File: src/design/oasht_pkg.sv
`timescale 1ns / 1ps
package oasht_pkg;

    localparam int SLOTS     = 1024;
    localparam int KEY_CHARS = 7;

    localparam int ADDR_W  = $clog2(SLOTS);
    localparam int SIZE_W  = $clog2(SLOTS) + 1;
    localparam int KEY_W   = 8 * KEY_CHARS;
    localparam int LEN_W   = 3;
    localparam int VAL_W   = 31;
    localparam int TSIZE_W = 11;
    localparam int IDX_W   = 10;
    localparam int HASH_W  = 64;
    localparam int DIV_CW  = $clog2(HASH_W);

    localparam logic [HASH_W-1:0] FNV_BASIS = 64'd14695981039346656037;
    localparam logic [HASH_W-1:0] MOD_CONST = 64'd61;

    localparam logic [1:0] OP_INSERT = 2'd0;
    localparam logic [1:0] OP_SEARCH = 2'd1;
    localparam logic [1:0] OP_DELETE = 2'd2;
    localparam logic [1:0] OP_NONE   = 2'd3;

    localparam logic [1:0] ST_DONE      = 2'd0;
    localparam logic [1:0] ST_DUPLICATE = 2'd1;
    localparam logic [1:0] ST_LIMIT     = 2'd2;
    localparam logic [1:0] ST_NOT_FOUND = 2'd3;

    localparam logic [1:0] CFG_HASH_SELECT = 2'd0;
    localparam logic [1:0] CFG_PROBE_MODE  = 2'd1;
    localparam logic [1:0] CFG_TABLE_SIZE  = 2'd2;

    typedef struct packed {
        logic              valid;
        logic [KEY_W-1:0]  key;
        logic [LEN_W-1:0]  len;
        logic [VAL_W-1:0]  value;
    } t_entry;

    typedef struct packed {
        logic clear_wr;
        logic load;
        logic hash_step;
        logic hash_final;
        logic div_step;
        logic setup_step;
        logic walk_init;
        logic check;
        logic out_load;
    } t_cmd;

    typedef struct packed {
        logic op_none;
        logic clear_done;
        logic chars_done;
        logic div_done;
        logic setup_done;
        logic walk_stop;
    } t_stat;

endpackage

File: src/design/oasht_ctrl.sv
`timescale 1ns / 1ps
module oasht_ctrl (
    input  logic              i_clk,
    input  logic              i_rst_n,
    input  logic              i_valid,
    output logic              o_ready,
    output logic              o_valid,
    input  logic              i_ready,
    input  oasht_pkg::t_stat  i_stat,
    output oasht_pkg::t_cmd   o_cmd
);

    typedef enum logic [8:0] {
        S_CLEAR  = 9'b000000001,
        S_IDLE   = 9'b000000010,
        S_HASH   = 9'b000000100,
        S_FINAL  = 9'b000001000,
        S_DIVIDE = 9'b000010000,
        S_SETUP  = 9'b000100000,
        S_READ   = 9'b001000000,
        S_CHECK  = 9'b010000000,
        S_FINISH = 9'b100000000
    } t_state;

    t_state r_state;
    t_state n_state;
    logic   r_out_valid;
    logic   n_out_valid;

    always_comb begin
        n_state     = r_state;
        n_out_valid = r_out_valid;
        o_cmd       = '0;
        if (r_out_valid && i_ready) begin
            n_out_valid = 1'b0;
        end
        case (r_state)
            S_CLEAR: begin
                o_cmd.clear_wr = 1'b1;
                if (i_stat.clear_done) begin
                    n_state = S_IDLE;
                end
            end
            S_IDLE: begin
                if (i_valid) begin
                    o_cmd.load = 1'b1;
                    n_state    = i_stat.op_none ? S_FINISH : S_HASH;
                end
            end
            S_HASH: begin
                if (i_stat.chars_done) begin
                    n_state = S_FINAL;
                end else begin
                    o_cmd.hash_step = 1'b1;
                end
            end
            S_FINAL: begin
                o_cmd.hash_final = 1'b1;
                n_state          = S_DIVIDE;
            end
            S_DIVIDE: begin
                o_cmd.div_step = 1'b1;
                if (i_stat.div_done) begin
                    n_state = S_SETUP;
                end
            end
            S_SETUP: begin
                if (i_stat.setup_done) begin
                    o_cmd.walk_init = 1'b1;
                    n_state         = S_READ;
                end else begin
                    o_cmd.setup_step = 1'b1;
                end
            end
            S_READ: begin
                n_state = S_CHECK;
            end
            S_CHECK: begin
                o_cmd.check = 1'b1;
                n_state     = i_stat.walk_stop ? S_FINISH : S_READ;
            end
            S_FINISH: begin
                if (!r_out_valid || i_ready) begin
                    o_cmd.out_load = 1'b1;
                    n_out_valid    = 1'b1;
                    n_state        = S_IDLE;
                end
            end
            default: n_state = S_IDLE;
        endcase
    end

    always_ff @(posedge i_clk) begin
        if (!i_rst_n) begin
            r_state     <= S_CLEAR;
            r_out_valid <= 1'b0;
        end else begin
            r_state     <= n_state;
            r_out_valid <= n_out_valid;
        end
    end

    assign o_ready = (r_state == S_IDLE);
    assign o_valid = r_out_valid;

endmodule

File: config.mk
export PLATFORM = sky130hd
export DESIGN_NAME = oasht_ctrl
export DESIGN_NICKNAME = d
export VERILOG_FILES = /design/src/design/oasht_pkg.sv /design/src/design/oasht_ctrl.sv
export SDC_FILE = /design/constraint.sdc
export NUM_CORES = 1
export LEC_CHECK = 0
export ABC_AREA = 1
export CORE_AREA = 2 2 39 41
export DETAILED_ROUTE_END_ITERATION = 7
export DIE_AREA = 0 0 41 43
export DONT_BUFFER_PORTS = 1
export MAX_ROUTING_LAYER = met4
export PLACE_DENSITY = 0.8
export RECOVER_POWER = 50
export SLEW_MARGIN = 5
export SYNTH_ARGS = -nofsm -noshare
export SYNTH_HDL_FRONTEND = slang
export SYNTH_SLANG_ARGS = --single-unit
export TNS_END_PERCENT = 10
File: constraint.sdc
create_clock -name i_clk -period 1.8 [get_ports i_clk]
set_input_delay 0.18 -clock i_clk [delete_from_list [all_inputs] [get_ports i_clk]]
set_output_delay 0.18 -clock i_clk [all_outputs]
set_load 0.01 [all_outputs]
==> results of run 1 <==
-- how the worst min path moves through the flow --
stage	startpoint	endpoint	slack, ps
after floorplan	i_stat[4]	r_state[0]	370
after global placement	i_rst_n	r_state[0]	260
after detailed placement	i_rst_n	r_state[0]	260
after CTS	i_rst_n	r_state[4]	20
after global routing	i_rst_n	r_state[2]	30
final	i_rst_n	r_state[8]	20
-- cells by family after synthesis --
| logic type | count (synthesis) | share of synthesized area (%) |
|---|---|---|
| AOI/OAI and AO/OA | 5 | 4.27 |
| buffers and inverters | 28 | 14.7 |
| DFF | 10 | 27.3 |
| and+or+nand+nor | 82 | 53.8 |
-- synthesized netlist by cell type --
master     n
a21boi_0   1
a21oi_1    2
buf_1      1
dfxtp_1   10
inv_1     24
inv_2      2
inv_4      1
nand2_1   28
nand2_2    4
nand2_4    1
nand3_1   11
nand3_2    1
nand3b_1   1
nor2_1    25
nor2_2     5
nor2_4     4
nor3_1     2
o21ai_0    1
o21ai_2    1
-- cell type report --
class | instances | area (µm²) | area share, %
tap | 16 | 20.0 | 2.55
inverter | 27 | 104 | 13.2
multi-input combinational | 87 | 415 | 52.9
sequential | 10 | 200 | 25.5
timing repair buffer | 1 | 10.0 | 1.27
clock buffer | 4 | 36.3 | 4.62
-- cell usage in the layout, fill, tap and decap left out --
cell / n
nor2_4: 3
o21ai_0: 1
a21boi_0: 1
clkbuf_8: 1
a21oi_1: 2
nor2_2: 4
dlygate4sd3_1: 1
inv_2: 1
nor2_1: 27
inv_1: 25
nor3_1: 2
inv_4: 1
nand2_4: 1
nand3b_1: 1
nand3_2: 1
nand2_2: 4
nand2_1: 28
nand3_1: 11
dfxtp_1: 10
o21ai_2: 1
clkbuf_4: 3
-- timing repair --
item,4_1_cts,5_1_grt
buffers inserted,0,0
endpoints found under the hold margin,1,0
resized for setup,0,0
hold buffers,1,0
-- per-layer routing --
layer,vias to the layer above,GRT usage (%),part of all wire [%],wire (µm)
met5,-,-,0,0
met4,0,16.0,3.3,50
met3,4,4.19,7.6,116
met2,32,27.8,41,629
met1,294,29.1,48,731
li1,377,-,-,-
-- stage by stage --
| stage | utilization [%] | instances |
|---|---|---|
| after floorplan | - | 125 |
| after global placement | 54.2 | 140 |
| after detailed placement | 54.2 | 140 |
| after CTS | 57.5 | 145 |
| after global routing | 56.8 | 145 |
| final | 56.8 | 145 |
-- where the power goes --
| group | switching (µW) | internal [µW] |
|---|---|---|
| clock network | 82.0 | 123 |
| registers | 68.8 | 282 |
| logic | 460 | 222 |
| total | 611 | 627 |
-- flip-flops by register name (all words and copies together) (netlist names) --
signal,cells
r_state,9
o_valid,1
==> flow_summary_export.csv, run 1 <==
group,metric,value,unit
run_status,outcome,"finished, final reports clean",
critical_path,reg2reg_depth,10,
floorplanning,die-height,43,µm
critical_path,crit_cells,10,
critical_path,r2r-start,"r_state[1]",
synthesis,syn_area_per_cell,5.87,µm²
route,firstDrtPassIters,4,
critical_path,crit_buf_inv,2,
worst_hold_path,min_delay_path_depth,2,
clock_network,cts_made_buffers,3,
floorplanning,io_pins,21,
pwr,p_leak,0.000474,µW
placement,gp_congestion,0.897,
finish,antenna-diode-count,0,
finish,final_nets,140,
critical_path,r2r_end,"r_state[5]",
critical_path,cp_common_cell,"nor2_1",
finish,post_route_cells_drive_above_1_share,15.5,%
sta,finalHoldViolCount,0,
synthesis,netlist_area,733,µm²
sta,slew_headroom,74.2,%
route,drcViolationCount,0,
sta,fmax,642,MHz
clock_network,cts_buffer_depth,2,
floorplanning,start_util,53.0,%
clock_network,cts_tree,"yes",
sta,drv_slew,0,
global_route,grt_pass1_wl,2.40,mm
critical_path,crit_path_start_kind,"flop",
sta,fin_skew,0.634,ps
clock_network,cts-root-buf,"clkbuf_4",
floorplanning,rows,14,
route,viasPerCell,4.88,
global_route,track_usage,21.7,%
pwr,power,1240,µW
critical_path,crit_arrival,1730,ps
route,drtAntennaViolNets,0,
job,cap_viol_max_count,0,
floorplanning,core,1380,µm²
placement,port_buffers,0,
floorplanning,die_x,41,µm
finish,fill_cells,140,
synthesis,synth_seq_cells,10,
critical_path,cp_max_fo,7,
synthesis,syn_inst,125,
synthesis,yosysSeqAreaShare,27.3,%
clock_network,cts.sinks,10,
placement,dp_hpwl,1.25,mm
synthesis,syn-num-nets,135,
clock_network,insertion_delay,270,ps
placement,place_area,749,µm²
critical_path,worstPathRequired,1970,ps
sta,fin_crit_sh,86.5,%
finish,synthToLayoutAreaGrowth,7.17,%
synthesis,yosysTopAreaCellShare,27.3,%
pwr,vdd_drop_max,0.000711,V
finish,fin_area,786,µm²
synthesis,synth_largest_area_cell,"dfxtp_1",
critical_path,path_cells,"nor2_1 > nand3_1 > nor2_1 > nand2_2 > o21ai_2 > inv_1 > nand2_4 > inv_4 > nor2_1 > nor2_1",
floorplanning,dieArea,1760,µm²
sta,worst_pin_slew,383,ps
route,drt_iter0_drc,15,
critical_path,crit_path_end,"r_state[5]",
global_route,grt_overflow,0,
sta,setup_tns,0,ps
critical_path,slowest_stage,"dfxtp_1",
sta,fin_crit,1560,ps
sta,hold-worst-slack,24.4,ps
critical_path,reg2reg_slack,240,ps
global_route,grt_pass1_vias,596,
sta,final.setup.worst_slack,243,ps
clock_network,htreeDepth,1,
synthesis,synth_area_leaders,"dfxtp_1, nand2_1, nor2_1",
critical_path,crit_type,"reg -> reg",
route,vias,707,
critical_path,crit_start,"r_state[1]",
worst_hold_path,hold_path_class,"in -> reg",
global_route,grt_max_degree,11,
critical_path,critPathCaptureType,"flop",
placement,dp_slack,375,ps
route,drt-total-wl,1.53,mm
clock_network,clkTransAtPathRegs,70,ps
global_route,grt_antenna_before_repair,0,
critical_path,slowest_delay,350,ps
sta,setup-violations-final,0,
route,avgRoutedWirePerCell,10.5,µm
critical_path,crit_family,"simple AND/OR/NAND/NOR gates",
pwr,p_per_area,1580,nW/µm²
synthesis,synth_cell_types,19,
sta,grt_setup_unrepaired,"no",
synthesis,ys_warn_count,0,
(Power assumes the default switching activity.)
==> run 2: changes to the inputs <==
- CORE_AREA: 2 2 39 41 -> unset
- CORE_MARGIN: unset -> 1
- CORE_UTILIZATION: unset -> 31
- DIE_AREA: 0 0 41 43 -> unset
- PLACE_DENSITY: 0.8 -> 0.55
==> run 2 against run 1 <==
Power is 4.6% lower. Largest cell class unchanged. Sequential share of layout area is 0.20 points higher. Critical endpoint is now o_cmd[2]. Sequential power hardly changed. Clock skew is 4.7 ps higher.
==> flow_summary_export.csv, run 2 (synthesis gave the netlist of run 1 again) <==
group,metric,value,unit
sta,finalHoldViolCount,0,
worst_hold_path,hold_path_class,"in -> reg",
clock_network,cts-root-buf,"clkbuf_4",
clock_network,cts_setup_buffers,0,
placement,gp_congestion,0.859,
floorplanning,dieArea,2560,µm²
clock_network,post_cts_hold_buffer_count,1,
global_route,grt_antenna_before_repair,0,
clock_network,cts_resized,0,
clock_network,cts.sinks,10,
route,drt-total-wl,1.65,mm
sta,setup-violations-final,0,
pwr,p_leak,0.000465,µW
clock_network,cts_tree,"yes",
route,vias,733,
floorplanning,die-height,50.6,µm
finish,largest_register_ffs,9,
critical_path,crit_arrival,1400,ps
run_status,outcome,"finished, final reports clean",
job,cap_viol_max_count,0,
critical_path,worstPathRequired,1620,ps
finish,antenna-diode-count,0,
global_route,track_usage,15.8,%
floorplanning,core,2210,µm²
route,drtAntennaViolNets,0,
clock_network,clkTransAtPathRegs,70,ps
pwr,vdd_drop_max,0.000609,V
clock_network,cts_made_buffers,3,
finish,utilization,35.2,%
critical_path,crit_type,"reg -> out",
sta,grt_setup_unrepaired,"no",
floorplanning,start_util,33.1,%
finish,post_route_cells_drive_above_1_share,14.1,%
finish,final_nets,140,
finish,fill_cells,281,
sta,setup_tns,0,ps
critical_path,cp_max_fo,5,
pwr,p_per_area,1520,nW/µm²
finish,registers.top_by_ff_count,"r_state",
finish,ff_latch_area,200,µm²
critical_path,crit_path_start_kind,"flop",
sta,fin_skew,5.38,ps
global_route,grt_pass1_wl,2.86,mm
floorplanning,rows,17,
global_route,grt_overflow,0,
sta,fin_crit,1580,ps
critical_path,critPathCaptureType,"primary output",
finish,mostFrequentLayoutCells,"nor2_1, nand2_1, inv_1",
sta,fmax,633,MHz
placement,dp_hpwl,1.37,mm
placement,port_buffers,0,
sta,drv_slew,0,
clock_network,insertion_delay,280,ps
route,firstDrtPassIters,5,
floorplanning,io_pins,21,
floorplanning,die_x,50.6,µm
route,drcViolationCount,0,
sta,worst_pin_slew,380,ps
route,avgRoutedWirePerCell,10.6,µm
global_route,grt_max_degree,11,
clock_network,htreeDepth,1,
sta,slew_headroom,74.4,%
sta,fin_crit_sh,87.8,%
finish,multi_input_area,408,µm²
global_route,grt_pass1_vias,680,
clock_network,cts_buffer_depth,2,
route,viasPerCell,4.70,
finish,synthToLayoutAreaGrowth,6.31,%
route,drt_iter0_drc,8,
run 2: cell count changes in the layout (fill, tap and decap cells not counted), sizes merged:
cell,before,now
clkbuf,4,3
run 2: per-stage QoR:
step           hold slack [ps]  cells  area [µm²]  power, µW  setup WS [ps]
6_report                  21.0    156         779       1180            219
3_3_place_gp               255    152         764       1050            389
2_1_floorplan              372    125         733        940            528
5_1_grt                   12.7    156         779       1310           72.9
4_1_cts                   16.7    156         797       1230            242
3_5_place_dp               259    152         764       1060            387
run 2: layer usage:
metal | part of all wire [%] | vias up | wire [µm] | global-route usage (%)
li1 | - | 380 | - | -
met1 | 50 | 324 | 822 | 19.2
met2 | 39 | 24 | 648 | 22.2
met3 | 9.4 | 5 | 155 | 7.88
met4 | 1.6 | 0 | 27 | 6.02
met5 | 0 | - | 0 | -
run 2: area by class of cell:
| cell class | count | share of cell area, % |
|---|---|---|
| multi-input combinational | 87 | 52.3 |
| sequential | 10 | 25.7 |
| inverter | 27 | 13.3 |
| tap | 28 | 4.49 |
| clock buffer | 3 | 2.89 |
| timing repair buffer | 1 | 1.28 |
run 2: path summary, 6_finish.rpt:
path / startpoint / end / slack, ps / cells past startpoint
max: r_state[0] / o_cmd[2] / 220 / 5
min: i_rst_n / r_state[5] / 20 / 2
max reg2reg: r_state[0] / r_state[5] / 250 / 10
min reg2reg: r_state[5] / r_state[5] / 530 / 2
run 2: worst max-delay path: stages, from the launching register on:
cell and delay (ps):
dfxtp_1 330, nor2_1 210, nand2_2 110, nor2_1 150
nand2_2 110, nor2_1 200
run 2: where the power goes:
part / switching [µW] / total [µW] / internal (µW)
clock: 86.4 / 164 / 77.6
combinational: 451 / 667 / 215
sequential: 68.5 / 350 / 282
total: 606 / 1180 / 575
